### src/rtl/ste_pkg.sv
// shared types and constants for the sprite tile expander
package ste_pkg;

  localparam int unsigned MaxTilesPerAxis = 8;
  localparam int unsigned AxisW           = $clog2(MaxTilesPerAxis);

  localparam int unsigned InDataW  = 72;
  localparam int unsigned OutDataW = 64;
  localparam int unsigned PosW     = 11;
  localparam int unsigned CodeW    = 17;
  localparam int unsigned IdxW     = CodeW + 1;
  localparam int unsigned ScaleW   = 6;
  localparam int unsigned CfgDimW  = 9;
  localparam int unsigned PaddrW   = 4;

  localparam logic [ScaleW-1:0] ScaleUnity = 6'd32;

  // register indexes on the configuration port
  localparam logic [1:0] RegFlipScreen   = 2'd0;
  localparam logic [1:0] RegScreenWidth  = 2'd1;
  localparam logic [1:0] RegScreenHeight = 2'd2;

  localparam logic [CfgDimW-1:0] ScreenWidthRst  = 9'd320;
  localparam logic [CfgDimW-1:0] ScreenHeightRst = 9'd224;

  typedef enum logic [1:0] {
    StIdle,
    StSetup,
    StRun
  } state_e;

  typedef struct packed {
    logic load;
    logic setup;
    logic emit;
  } ctrl_t;

  typedef struct packed {
    logic last_tile;
  } status_t;

endpackage

### src/rtl/ste_ctrl.sv
// controller state machine for the sprite tile expander
module ste_ctrl (
  input  logic            clk_i,
  input  logic            rst_ni,
  input  logic            s_valid_i,
  input  logic            m_ready_i,
  input  ste_pkg::status_t status_i,
  output ste_pkg::ctrl_t   ctrl_o,
  output logic            s_ready_o,
  output logic            m_valid_o
);

  ste_pkg::state_e state_q, state_d;
  logic            m_valid_q, m_valid_d;
  logic            slot_free;

  assign slot_free = !m_valid_q || m_ready_i;

  always_comb begin
    state_d = state_q;
    unique case (state_q)
      ste_pkg::StIdle: begin
        if (s_valid_i) state_d = ste_pkg::StSetup;
      end
      ste_pkg::StSetup: begin
        state_d = ste_pkg::StRun;
      end
      ste_pkg::StRun: begin
        if (slot_free && status_i.last_tile) state_d = ste_pkg::StIdle;
      end
      default: state_d = ste_pkg::StIdle;
    endcase
  end

  always_comb begin
    ctrl_o    = '0;
    s_ready_o = 1'b0;
    unique case (state_q)
      ste_pkg::StIdle: begin
        s_ready_o   = 1'b1;
        ctrl_o.load = s_valid_i;
      end
      ste_pkg::StSetup: begin
        ctrl_o.setup = 1'b1;
      end
      ste_pkg::StRun: begin
        ctrl_o.emit = slot_free;
      end
      default: ;
    endcase
  end

  // output register occupancy
  always_comb begin
    m_valid_d = m_valid_q;
    if (ctrl_o.emit) m_valid_d = 1'b1;
    else if (m_ready_i) m_valid_d = 1'b0;
  end

  assign m_valid_o = m_valid_q;

  always_ff @(posedge clk_i or negedge rst_ni) begin
    if (!rst_ni) begin
      state_q   <= ste_pkg::StIdle;
      m_valid_q <= 1'b0;
    end else begin
      state_q   <= state_d;
      m_valid_q <= m_valid_d;
    end
  end

endmodule

### src/rtl/ste_dp.sv
// datapath: sprite decode, origin setup, tile walk and output register
module ste_dp #(
  parameter int unsigned LUT_ENTRIES = 65536
) (
  input  logic                             clk_i,
  input  logic                             rst_ni,
  input  ste_pkg::ctrl_t                   ctrl_i,
  output ste_pkg::status_t                 status_o,
  input  logic [ste_pkg::InDataW-1:0]      s_data_i,
  input  logic                             flip_screen_i,
  input  logic [ste_pkg::CfgDimW-1:0]      screen_width_i,
  input  logic [ste_pkg::CfgDimW-1:0]      screen_height_i,
  output logic [ste_pkg::OutDataW-1:0]     m_data_o,
  output logic                             m_last_o
);

  localparam logic [ste_pkg::IdxW-1:0] LutMask = ste_pkg::IdxW'(LUT_ENTRIES - 1);

  // captured record, payload only
  logic [15:0]                 yw_q, xw_q, attr_q;
  logic [ste_pkg::PosW-1:0]    x0_q, y0_q;
  logic [ste_pkg::OutDataW-1:0] data_q;
  logic                        last_q;

  // walk control
  logic [ste_pkg::AxisW-1:0]   row_q, row_d, col_q, col_d;
  logic [ste_pkg::IdxW-1:0]    idx_q, idx_d;

  logic [2:0]                  nxm1, nym1;
  logic [3:0]                  nx, ny, zx, zy;
  logic [ste_pkg::ScaleW-1:0]  sx, sy;
  logic                        fx, fy;
  logic [ste_pkg::PosW-1:0]    posx, posy, x0, y0, xo, yo;
  logic [7:0]                  nzx, nzy, nzx2, nzy2;
  logic [8:0]                  spanx, spany;
  logic [ste_pkg::AxisW-1:0]   dx, dy;
  logic [8:0]                  offx, offy;
  logic [ste_pkg::PosW-1:0]    tx, ty;
  logic [ste_pkg::IdxW-1:0]    idx_m;
  logic                        col_end, row_end;

  assign nxm1 = xw_q[11:9];
  assign nym1 = yw_q[11:9];
  assign nx   = {1'b0, nxm1} + 4'd1;
  assign ny   = {1'b0, nym1} + 4'd1;
  assign zx   = xw_q[15:12];
  assign zy   = yw_q[15:12];
  assign sx   = ste_pkg::ScaleUnity - {2'b00, zx};
  assign sy   = ste_pkg::ScaleUnity - {2'b00, zy};
  assign fx   = attr_q[14] ^ flip_screen_i;
  assign fy   = attr_q[15] ^ flip_screen_i;

  // x wraps at 0x180, y is plain two's complement
  assign posx = (xw_q[8] & xw_q[7]) ? {2'b11, xw_q[8:0]} : {2'b00, xw_q[8:0]};
  assign posy = {{2{yw_q[8]}}, yw_q[8:0]};

  // centre by zoom: (n * zoom + 2) / 4
  assign nzx  = 8'(nx) * 8'(zx);
  assign nzy  = 8'(ny) * 8'(zy);
  assign nzx2 = nzx + 8'd2;
  assign nzy2 = nzy + 8'd2;
  assign x0   = posx + ste_pkg::PosW'(nzx2[7:2]);
  assign y0   = posy + ste_pkg::PosW'(nzy2[7:2]);

  assign spanx = 9'(nx) * 9'(sx);
  assign spany = 9'(ny) * 9'(sy);
  assign xo = flip_screen_i
            ? ste_pkg::PosW'(screen_width_i) - x0 - ste_pkg::PosW'(spanx[8:1]) : x0;
  assign yo = flip_screen_i
            ? ste_pkg::PosW'(screen_height_i) - y0 - ste_pkg::PosW'(spany[8:1]) : y0;

  // per-tile position, axes run backwards when flipped
  assign dx   = fx ? (nxm1 - col_q) : col_q;
  assign dy   = fy ? (nym1 - row_q) : row_q;
  assign offx = 9'(dx) * 9'(sx);
  assign offy = 9'(dy) * 9'(sy);
  assign tx   = x0_q + ste_pkg::PosW'(offx[8:1]);
  assign ty   = y0_q + ste_pkg::PosW'(offy[8:1]);

  assign idx_m   = idx_q & LutMask;
  assign col_end = (col_q == nxm1);
  assign row_end = (row_q == nym1);
  assign status_o.last_tile = col_end && row_end;

  always_comb begin
    row_d = row_q;
    col_d = col_q;
    idx_d = idx_q;
    if (ctrl_i.load) begin
      row_d = '0;
      col_d = '0;
      idx_d = {1'b0, s_data_i[64:48]};
    end else if (ctrl_i.emit) begin
      idx_d = idx_q + 1'b1;
      if (col_end) begin
        col_d = '0;
        row_d = row_q + 1'b1;
      end else begin
        col_d = col_q + 1'b1;
      end
    end
  end

  always_ff @(posedge clk_i or negedge rst_ni) begin
    if (!rst_ni) begin
      row_q <= '0;
      col_q <= '0;
      idx_q <= '0;
    end else begin
      row_q <= row_d;
      col_q <= col_d;
      idx_q <= idx_d;
    end
  end

  always_ff @(posedge clk_i) begin
    if (ctrl_i.load) begin
      yw_q   <= s_data_i[15:0];
      xw_q   <= s_data_i[31:16];
      attr_q <= s_data_i[47:32];
    end
    if (ctrl_i.setup) begin
      x0_q <= xo;
      y0_q <= yo;
    end
    if (ctrl_i.emit) begin
      data_q <= {2'b00, sy, sx, attr_q[7:6], attr_q[15:8], fy, fx, ty, tx, idx_m[15:0]};
      last_q <= status_o.last_tile;
    end
  end

  assign m_data_o = data_q;
  assign m_last_o = last_q;

endmodule

### src/rtl/sprite_tile_expander_core.sv
// sprite tile expander top level: stream ports, register port, assertions
// after a record is taken, the setup state registers the sprite origin, then the run state
// emits one tile a cycle from the tile walk counters into the output register, pausing
//   while the output register is full and m_axis_tready is low
// the next record is taken once the final tile has entered the output register
// reset: asynchronous, clears the state machine, output valid and the registers
//   (flip_screen 0, screen_width 320, screen_height 224)
module sprite_tile_expander_core #(
  parameter int unsigned LUT_ENTRIES = 65536
) (
  input  logic                            clk_i,
  input  logic                            rst_ni,
  input  logic                            s_axis_tvalid,
  output logic                            s_axis_tready,
  // y_word[15:0], x_word[31:16], attr_word[47:32], base_code[64:48], zeros
  input  logic [ste_pkg::InDataW-1:0]     s_axis_tdata,
  output logic                            m_axis_tvalid,
  input  logic                            m_axis_tready,
  // lut_index[15:0], tile_x[26:16], tile_y[37:27], mirror_x[38], mirror_y[39],
  // colour[47:40], prio_select[49:48], scale_x[55:50], scale_y[61:56], zeros
  output logic [ste_pkg::OutDataW-1:0]    m_axis_tdata,
  output logic                            m_axis_tlast,
  input  logic                            psel,
  input  logic                            penable,
  input  logic                            pwrite,
  input  logic [ste_pkg::PaddrW-1:0]      paddr,
  input  logic [31:0]                     pwdata,
  output logic [31:0]                     prdata,
  output logic                            pready
);

  ste_pkg::ctrl_t   ctrl;
  ste_pkg::status_t status;

  logic                         flip_screen_q;
  logic [ste_pkg::CfgDimW-1:0]  screen_width_q, screen_height_q;
  logic                         cfg_wr;
  logic [1:0]                   reg_idx;

  assign pready  = 1'b1;
  assign reg_idx = paddr[3:2];
  assign cfg_wr  = psel && penable && pwrite && pready;

  always_ff @(posedge clk_i or negedge rst_ni) begin
    if (!rst_ni) begin
      flip_screen_q   <= 1'b0;
      screen_width_q  <= ste_pkg::ScreenWidthRst;
      screen_height_q <= ste_pkg::ScreenHeightRst;
    end else if (cfg_wr) begin
      unique case (reg_idx)
        ste_pkg::RegFlipScreen:   flip_screen_q   <= pwdata[0];
        ste_pkg::RegScreenWidth:  screen_width_q  <= pwdata[8:0];
        ste_pkg::RegScreenHeight: screen_height_q <= pwdata[8:0];
        default: ;
      endcase
    end
  end

  always_comb begin
    unique case (reg_idx)
      ste_pkg::RegFlipScreen:   prdata = {31'd0, flip_screen_q};
      ste_pkg::RegScreenWidth:  prdata = {23'd0, screen_width_q};
      ste_pkg::RegScreenHeight: prdata = {23'd0, screen_height_q};
      default:                  prdata = '0;
    endcase
  end

  ste_ctrl u_ctrl (
    .clk_i     (clk_i),
    .rst_ni    (rst_ni),
    .s_valid_i (s_axis_tvalid),
    .m_ready_i (m_axis_tready),
    .status_i  (status),
    .ctrl_o    (ctrl),
    .s_ready_o (s_axis_tready),
    .m_valid_o (m_axis_tvalid)
  );

  ste_dp #(
    .LUT_ENTRIES (LUT_ENTRIES)
  ) u_dp (
    .clk_i           (clk_i),
    .rst_ni          (rst_ni),
    .ctrl_i          (ctrl),
    .status_o        (status),
    .s_data_i        (s_axis_tdata),
    .flip_screen_i   (flip_screen_q),
    .screen_width_i  (screen_width_q),
    .screen_height_i (screen_height_q),
    .m_data_o        (m_axis_tdata),
    .m_last_o        (m_axis_tlast)
  );

  // a taken record always leaves at least the setup cycle busy
  a_busy_after_request : assert property (@(posedge clk_i) disable iff (!rst_ni)
    (s_axis_tvalid && s_axis_tready) |=> !s_axis_tready)
    else $error("input taken again straight after a request");

  // no new record while tiles are still being walked
  a_no_take_while_emit : assert property (@(posedge clk_i) disable iff (!rst_ni)
    ctrl.emit |-> !s_axis_tready)
    else $error("input ready during tile walk");

  // emitting the final tile frees the input side and leaves the last tile valid on the output
  a_idle_after_last : assert property (@(posedge clk_i) disable iff (!rst_ni)
    (ctrl.emit && status.last_tile) |=> (s_axis_tready && m_axis_tvalid && m_axis_tlast))
    else $error("final tile did not end the walk");

endmodule
### config.mk
export PLATFORM = sky130hd
export DESIGN_NAME = sprite_tile_expander_core
export DESIGN_NICKNAME = d
export VERILOG_FILES = /design/src/rtl/ste_pkg.sv /design/src/rtl/ste_ctrl.sv /design/src/rtl/ste_dp.sv /design/src/rtl/sprite_tile_expander_core.sv
export SDC_FILE = /design/constraint.sdc
export NUM_CORES = 1
export LEC_CHECK = 0
export BUFFER_PORTS_ARGS = -buffer_cell sky130_fd_sc_hd__buf_2
export CAP_MARGIN = 0
export CORE_MARGIN = 1
export CORE_UTILIZATION = 40
export CTS_CLUSTER_SIZE = 28
export DETAILED_ROUTE_END_ITERATION = 10
export PLACE_DENSITY_LB_ADDON = 0.3
export SYNTH_ARGS = -nofsm -noshare
export SYNTH_HDL_FRONTEND = slang
export SYNTH_SLANG_ARGS = --single-unit
### constraint.sdc
create_clock -name clk_i -period 7.7 [get_ports clk_i]
set_input_delay 1.54 -clock clk_i [delete_from_list [all_inputs] [get_ports clk_i]]
set_output_delay 1.54 -clock clk_i [all_outputs]
set_load 0.05 [all_outputs]
## After elaboration in Yosys (flattened, before gate mapping)

Cells that the tools add are included.
Widths: inputs -> output; s select.

- Register bits: 179
- Bits in latches: 0
- Bits in writable memories: 0
- Memory bits (read-only): 0
- Input bits: 115
- Output and inout port bits: 100
- Word-level logic and storage cells: 90
- Memories kept: 0

- Add/sub/neg operators: 19
- $mul: 6
- Divide/modulo/power cells: 0
- Order comparisons: 0
- Equality and inequality tests: 8
- Shift operators: 0
- Multiplexer cells: 23
- Bitwise logic cells: 3
- Reduce and logical (&&, ||, !) cells: 16

Operator list:

| kind | count |
|---|---|
| $mux 18 | 2 |
| $mux 11 | 3 |
| $pmux 9 s3 | 1 |
| $mux 3 | 8 |
| $add 11x8->11 | 2 |
| $sub 11x8->11 | 2 |
| $sub 9x11->11 | 2 |
| $add 18x1->18 const B | 1 |
| $mul 3x6->9 | 2 |
| $mul 4x6->9 | 2 |
| $add 8x2->8 const B | 2 |
| $mul 4x4->8 | 2 |
| $sub 6x4->6 const A | 2 |
| $add 11x6->11 | 1 |
| $add 9x7->10 | 1 |
| $reduce_and 2->1 | 5 |
| $add 3x1->4 const B | 2 |
| $add 3x1->3 const B | 2 |
| $eq 3x3->1 | 2 |
| $mux 1 | 6 |
| $pmux 2 s3 | 1 |
| $reduce_bool 2->1 | 3 |
| $sub 3x3->3 | 2 |
| $eq 2x1->1 const B | 2 |
| 10 further kinds | 17 |

## Logic depth before layout (Yosys ltp)

Gate-level depths: netlist of run 1.

- Depth after elaboration: 7
- Gate-level depth with buffers: 27
- Mapped depth without buffers: 27

## Modules after synthesis

A second synthesis of run 1 with hierarchy kept.

- Cells, all modules: 1172
- Area, all modules: 12403.1 µm²

By module, submodules not included:

| module | times used | cells each | area each (µm²) | seq. area each (µm²) |
|---|---|---|---|---|
| ste_dp | 1 | 1073 | 11169.5 | 4364.2 |
| sprite_tile_expander_core | 1 | 85 | 1088.5 | 481.7 |
| ste_ctrl | 1 | 14 | 145.1 | 75.1 |

## Worst setup path before layout of run 1

No wires, ideal clock.

- Path kind: register -> register
- Start: register u_dp.xw_q[9]
- End: register u_dp.x0_q[10] (netlist bit), data pin
- Library setup time: 0.263 ns
- Data arrival time: 6.347 ns
- Data required time: 7.437 ns
- Path slack: 1.090 ns
- Stages on the path, launching flop included: 27
- Buffers on the path: 0
- Period minus slack after synthesis: 6.610 ns
- Cells stage by stage: edfxtp_1 -> ha_1 -> xor2_1 -> nand2_1 -> fa_1 -> inv_1 -> fa_1 -> ha_1 -> o211ai_1 -> a21boi_0 -> o21a_1 -> nor2_1 -> xnor2_1 -> ha_1 -> nand3_1 -> o22ai_1 -> o21ai_0 -> a21boi_2 -> xor2_1 -> fa_1 -> inv_1 -> ha_1 -> a2111o_1 -> o2111ai_1 -> a2111oi_2 -> and3b_1 -> o211ai_2

- Longest elaborated chain between the ends: 7
- Elaborated cells between the ends (all ways): 8
- Those cells by class: add/sub: 5; mul: 2; mux: 1

RTL lines:

| element | line | text |
|---|---|---|
| start: declaration | ste_dp.sv:20 | `logic [15:0] yw_q, xw_q, attr_q;` |
| start signal: assignment | ste_dp.sv:119 | `xw_q <= s_data_i[31:16];` |
| $add 3x1->4 * | ste_dp.sv:44 | `assign nx = {1'b0, nxm1} + 4'd1;` |
| $mul 4x4->8 | ste_dp.sv:58 | `assign nzx = 8'(nx) * 8'(zx);` |
| $add 8x2->8 | ste_dp.sv:60 | `assign nzx2 = nzx + 8'd2;` |
| $add 11x6->11 | ste_dp.sv:62 | `assign x0 = posx + ste_pkg::PosW'(nzx2[7:2]);` |
| $sub 9x11->11 | ste_dp.sv:68 | `? ste_pkg::PosW'(screen_width_i) - x0 - ste_pkg::PosW'(spanx[8:1]) : x0;` |
| $sub 11x8->11 | ste_dp.sv:68 |  |
| $mux 11 * | ste_dp.sv:68 |  |
| named net u_dp.xo (one bit) | ste_dp.sv:33 | `logic [ste_pkg::PosW-1:0] posx, posy, x0, y0, xo, yo;` |
| end signal: assignment | ste_dp.sv:123 | `x0_q <= xo;` |
| end: declaration | ste_dp.sv:21 | `logic [ste_pkg::PosW-1:0] x0_q, y0_q;` |

Mark *: on every way through the listed nets, which the timed path passes. The rest lies on a longest branch.
A chain may end at the register's enable or synchronous reset.

## Worst setup path in the final report of run 1

Same ends and word-level chain as after synthesis.

==> results_dict.tcl, run 1 <==
set metrics [dict create \
    area_delta_synth_final_pct 13.7 \
    viasPerCell 4.93 \
    syn-cell-area_um2 12300 \
    min_period_ns 7.05 \
    max-cap-violations 0 \
    cts-buffers-inserted 17 \
    detailed_place_hpwl_um 20400 \
    grt_pass1_vias 8478 \
    grt_pass1_wl_um 42400 \
    ctsRootBufferMaster "clkbuf_16" \
    setup_viol 0 \
    portBuffers 149 \
    async_reset_ff_frac 0.257 \
    cts_resized 0 \
    worst-path-max-fanout 9 \
    synth-edff-count 127 \
    layout.nets 1628 \
    endpoint_kind "flop" \
    first_iter_violations 377 \
    htreeDepth 4 \
    io_pins 215 \
    dr.pass1.iters 5 \
    post-route-period-util 0.915 \
    die_h_um 177 \
    hold_class "flop to flop" \
    seq_area_frac_synth 0.400 \
    yosys_warnings 0 \
    crit_type "flop to flop" \
    clock_latency_ns 0.44 \
    worst_slew_pin_slew_ns 1.08 \
    routabilityCongestion 0.819 \
    remaining_drc_errors 0 \
    ys.flop_type "edfxtp_1" \
    path_clk_slew_ns 0.07 \
    syn_inst 1181 \
    relSlewSlack 0.278 \
    yosysTopAreaCell "edfxtp_1" \
    ctsHoldBuffers 0 \
    cts_buffer_depth 2 \
    required_ns 7.86 \
    skew_ns 0.0151 \
    synth_cell_types 62 \
    cts_sinks 171 \
    cts_setup_buffers 0 \
    grt_overflow_total 0 \
    synthTopCellsByArea "edfxtp_1, ha_1, fa_1" \
    cts_tree "built" \
    ys_ff_latch 171 \
    rsz0062_at_grt "no" \
    die_w_um 177 \
    groute.usage.overall 0.173 \
    fmax_mhz 142 \
    rows 63 \
    antenna_found_initial 2 \
    wl_um 26100 \
    synth_area_per_cell_um2 10.4 \
    cp.arrival_ns 7.20 \
    outcome "completed" \
    wl_per_cell_um 15.0 \
    drive_gt1_frac 0.163 \
    die_area_um2 31400 \
    grt_max_degree 80 \
    hold_viol 0 \
    floorplan.initialDensity 0.410 \
    synth_top_cell_area_share 0.310 \
    slew_violations 0 \
    tns_ns 0 \
    core_area_um2 30000 \
    ant_nets 0 \
    vias 8564 \
    startpoint_type "flop" \
]
## final cells by class
| type | instances | area (µm²) |
|---|---|---|
| tap | 390 | 488 |
| fill | 2853 | 16000 |
| timing repair buffer | 156 | 798 |
| clock buffer | 20 | 458 |
| sequential | 171 | 4920 |
| antenna | 2 | 5.00 |
| clock inverter | 12 | 123 |
| inverter | 136 | 510 |
| multi-input combinational | 851 | 6670 |
## critical path: stages, from the launching register on
cell and delay (ns):
edfxtp_1 0.51, ha_1 0.50, nand2_1 0.12, fa_1 0.51, inv_1 0.05, fa_1 0.47
ha_1 0.34, o211ai_1 0.11, a21boi_0 0.38, o21a_1 0.18, nor2_1 0.05, xnor2_1 0.15
ha_1 0.30, nand3_1 0.06, o22ai_1 0.19, o21ai_0 0.14, a21boi_2 0.21, xor2_1 0.29
fa_1 0.46, inv_1 0.07, ha_1 0.29, a2111o_1 0.46, o2111ai_1 0.42, a2111oi_2 0.13
and3b_1 0.25, o211ai_2 0.10
## cell usage after synthesis, drive strengths merged (4+ instances only)
library cell / count
xnor2: 58
mux2i: 7
xor2: 39
clkbuf: 16
dfrtp: 39
and3: 8
buf: 31
o21ai: 67
inv: 135
a21o: 15
ha: 126
o21a: 12
o22ai: 5
nand3: 14
a21oi: 57
nor2: 55
o211ai: 8
nor4: 6
nor2b: 19
a22o: 8
nand2: 128
mux2: 8
fa: 54
nand2b: 15
a211oi: 9
edfxtp: 127
o31a: 4
dfstp: 5
nand4: 4
o21bai: 9
nor3: 14
and2: 47
## flip-flops by register name, indices dropped and copies added, names as in the netlist
name	flops
screen_height_q	9
u_dp.y0_q	11
u_dp.yw_q	16
u_dp.idx_q	16
u_ctrl.state_q	2
u_dp.xw_q	16
screen_width_q	9
u_dp.m_data_o	62
u_dp.x0_q	11
u_dp.row_q	3
u_dp.col_q	3
u_dp.m_last_o	1
u_ctrl.m_valid_o	1
u_dp.attr_q	10
flip_screen_q	1
## path summary, 6_finish.rpt
kind / endpoint / start / depth (start not counted) / slack, ns
worst max-delay path: u_dp.x0_q[10]$_DFFE_PN_ / u_dp.xw_q[9]$_DFFE_PP_ / 25 / 0.65
worst min-delay path: u_dp.m_data_o[48]$_DFFE_PP_ / u_dp.attr_q[6]$_DFFE_PP_ / 0 / 0.42
worst max register to register: u_dp.x0_q[10]$_DFFE_PN_ / u_dp.xw_q[9]$_DFFE_PP_ / 25 / 0.65
worst min register to register: u_dp.m_data_o[48]$_DFFE_PP_ / u_dp.attr_q[6]$_DFFE_PP_ / 0 / 0.42
max in group asynchronous: screen_width_q[1]$_DFFE_PN0P_ / rst_ni / 2 / 6.08
min in group asynchronous: u_dp.idx_q[3]$_DFFE_PN0P_ / rst_ni / 2 / 1.19
## kinds of logic (layout without fill, tap and decap cells)
family / Yosys count / count (layout) / share of synthesized area
compound gates: 211 / 211 / 0.107
flops: 171 / 171 / 0.400
fa+ha+maj: 180 / 180 / 0.216
mux: 15 / 15 / 0.0130
simple gates: 322 / 322 / 0.129
other cells: 2 / 28 / 0.000611
buf+inv: 183 / 324 / 0.0647
xor+xnor: 97 / 97 / 0.0691
## through the flow
stage,cell area [µm²],hold slack [ns],setup WS [ns],instances,util
after global routing,14000,0.432,0.0973,1738,0.467
after CTS,14000,0.423,0.638,1736,0.466
after floorplan,12400,0.400,1.09,1205,-
final,14000,0.423,0.654,1738,0.467
after global placement,13400,0.402,0.801,1704,0.447
after detailed placement,13400,0.406,0.665,1704,0.447
## cell usage in the layout, fill, tap and decap left out, drive strengths merged, types with 5 or more instances in the layout
cell    synthesis  layout
a211oi          9       9
a21o           15      15
a21oi          57      57
a22o            8       8
and2           47      47
and3            8       8
buf            31     156
clkbuf         16      20
conb            2      26
dfrtp          39      39
dfstp           5       5
edfxtp        127     127
fa             54      54
ha            126     126
inv           135     143
mux2            8       8
mux2i           7       7
nand2         128     128
nand2b         15      15
nand3          14      14
nor2           55      55
nor2b          19      19
nor3           14      14
nor4            6       6
o211ai          8       8
o21a           12      12
o21ai          67      67
o21bai          9       9
o22ai           5       5
xnor2          58      58
xor2           39      39
## layer usage
layer | up-vias | global-route usage | share of wire | routed length, µm
met5 | - | 0 | 0 | 0
met4 | 0 | 0.0534 | 0.016 | 413
met3 | 28 | 0.0313 | 0.050 | 1300
met2 | 190 | 0.270 | 0.44 | 11500
met1 | 4062 | 0.244 | 0.50 | 12900
li1 | 4284 | - | - | -
Power of run 1 is not shown: default switching activity piles up to over one toggle a cycle in this logic, so the estimate is an artifact.
==> run 2: changes to the inputs <==
--- a/config.mk
+++ b/config.mk
@@ -11,6 +11,7 @@
 export CORE_UTILIZATION = 40
 export CTS_CLUSTER_SIZE = 28
 export DETAILED_ROUTE_END_ITERATION = 10
+export MAX_ROUTING_LAYER = met4
 export PLACE_DENSITY_LB_ADDON = 0.3
 export SYNTH_ARGS = -nofsm -noshare
 export SYNTH_HDL_FRONTEND = slang
==> results_dict.tcl, run 2 (synthesis gave the netlist of run 1 again) <==
set metrics [dict create \
    rsz0062_at_grt "no" \
    startpoint_type "flop" \
    mostFrequentLayoutCells "buf_2, inv_1, nand2_1, edfxtp_1, ha_1" \
    rrSetupSlack_ns 0.67 \
    r2r_start "u_dp.xw_q[9]$_DFFE_PP_" \
    crit_family "adder cells" \
    grt_pass1_wl_um 42400 \
    worst_slew_pin_slew_ns 1.08 \
    max-cap-violations 0 \
    antenna_found_initial 2 \
    whs_endpoint "u_dp.m_data_o[48]$_DFFE_PP_" \
    tns_ns 0 \
    grt_max_degree 80 \
    slew_violations 0 \
    path_clk_slew_ns 0.07 \
    hp-start "u_dp.attr_q[6]$_DFFE_PP_" \
    die_w_um 177 \
    reg2regPathDepth 25 \
    cts_buffer_depth 2 \
    remaining_drc_errors 0 \
    die_area_um2 31400 \
    layout.nets 1628 \
    ctsRootBufferMaster "clkbuf_16" \
    hold_class "flop to flop" \
    fmax_mhz 142 \
    routabilityCongestion 0.833 \
    rows 63 \
    drive_gt1_frac 0.163 \
    final_common_cell "buf_2" \
    viasPerCell 4.93 \
    skew_ns 0.0142 \
    wl_per_cell_um 15.0 \
    first_iter_violations 376 \
    relSlewSlack 0.275 \
    cts_setup_buffers 0 \
    groute.usage.overall 0.178 \
    r2r_end "u_dp.x0_q[10]$_DFFE_PN_" \
    core_area_um2 30000 \
    largest_reg_flops 62 \
    slowest_stage "edfxtp_1" \
    crit_top_cell "ha_1" \
    setup_viol 0 \
    crit_type "flop to flop" \
    dr.pass1.iters 4 \
    area_delta_synth_final_pct 13.7 \
    hold_depth 0 \
    endpoint_kind "flop" \
    wl_um 26100 \
    hold_viol 0 \
    clock_latency_ns 0.44 \
    vias 8570 \
    htreeDepth 4 \
    critPathMaxStageDelay_ns 0.51 \
    cts-buffers-inserted 17 \
    post-route-period-util 0.913 \
    cts_sinks 171 \
    min_period_ns 7.03 \
    ant_nets 0 \
    floorplan.initialDensity 0.410 \
    worst-path-max-fanout 9 \
    die_h_um 177 \
    cts_resized 0 \
    required_ns 7.86 \
    grt_pass1_vias 8480 \
    placed_cells 1704 \
    portBuffers 149 \
    cp.arrival_ns 7.19 \
    outcome "completed" \
    detailed_place_hpwl_um 20400 \
    grt_overflow_total 0 \
    ctsHoldBuffers 0 \
    cts_tree "built" \
    io_pins 215 \
    cp.buffers_inverters 2 \
    instances_no_fill 1738 \
]
-- run 2: cell counts in the layout (fill, tap and decap cells not counted) --
No cell type changed its count.
-- run 2: stage by stage --
stage	hold slack [ns]	util	setup WS (ns)	cell area, µm²
6_report	0.423	0.467	0.670	14000
2_1_floorplan	0.400	-	1.09	12400
3_3_place_gp	0.402	0.447	0.801	13400
3_5_place_dp	0.406	0.447	0.665	13400
4_1_cts	0.423	0.466	0.638	14000
5_1_grt	0.432	0.467	0.0973	14000
-- run 2: how the worst max path moves through the flow --
stage / cells past startpoint / from / endpoint / slack (ns)
2_1_floorplan: 26 / u_dp.xw_q[9]$_DFFE_PP_ / u_dp.x0_q[10]$_DFFE_PN_ / 1.09
3_3_place_gp: 25 / u_dp.xw_q[9]$_DFFE_PP_ / u_dp.x0_q[10]$_DFFE_PN_ / 0.80
3_5_place_dp: 25 / u_dp.xw_q[9]$_DFFE_PP_ / u_dp.x0_q[10]$_DFFE_PN_ / 0.66
4_1_cts: 25 / u_dp.xw_q[9]$_DFFE_PP_ / u_dp.x0_q[10]$_DFFE_PN_ / 0.64
5_1_grt: 25 / u_dp.xw_q[9]$_DFFE_PP_ / u_dp.x0_q[10]$_DFFE_PN_ / 0.1
6_report: 25 / u_dp.xw_q[9]$_DFFE_PP_ / u_dp.x0_q[10]$_DFFE_PN_ / 0.67
-- run 2: cell type report --
| class | instances | area [µm²] |
|---|---|---|
| fill | 2853 | 16000 |
| clock buffer | 20 | 458 |
| antenna | 2 | 5.00 |
| tap | 390 | 488 |
| inverter | 136 | 510 |
| sequential | 171 | 4920 |
| timing repair buffer | 156 | 798 |
| clock inverter | 12 | 123 |
| multi-input combinational | 851 | 6670 |
-- run 2: routing by layer --
layer,up-vias,share of wire,track usage
li1,4284,-,-
met1,4051,0.49,0.244
met2,209,0.44,0.270
met3,26,0.052,0.0300
met4,0,0.016,0.0534
met5,-,0,-
-- run 2: worst reg2reg max path, delay by kind of cell (launching register included) --
family                   cells  cell delay, ns
AO/OA/AOI/OAI               10            2.31
XOR/XNOR                     2            0.44
adder cells (fa/ha/maj)      7            2.87
buffers and inverters        2            0.12
flip-flops                   1            0.51
AND/OR/NAND/NOR              4            0.48
Power of run 2 is left out for the same reason.
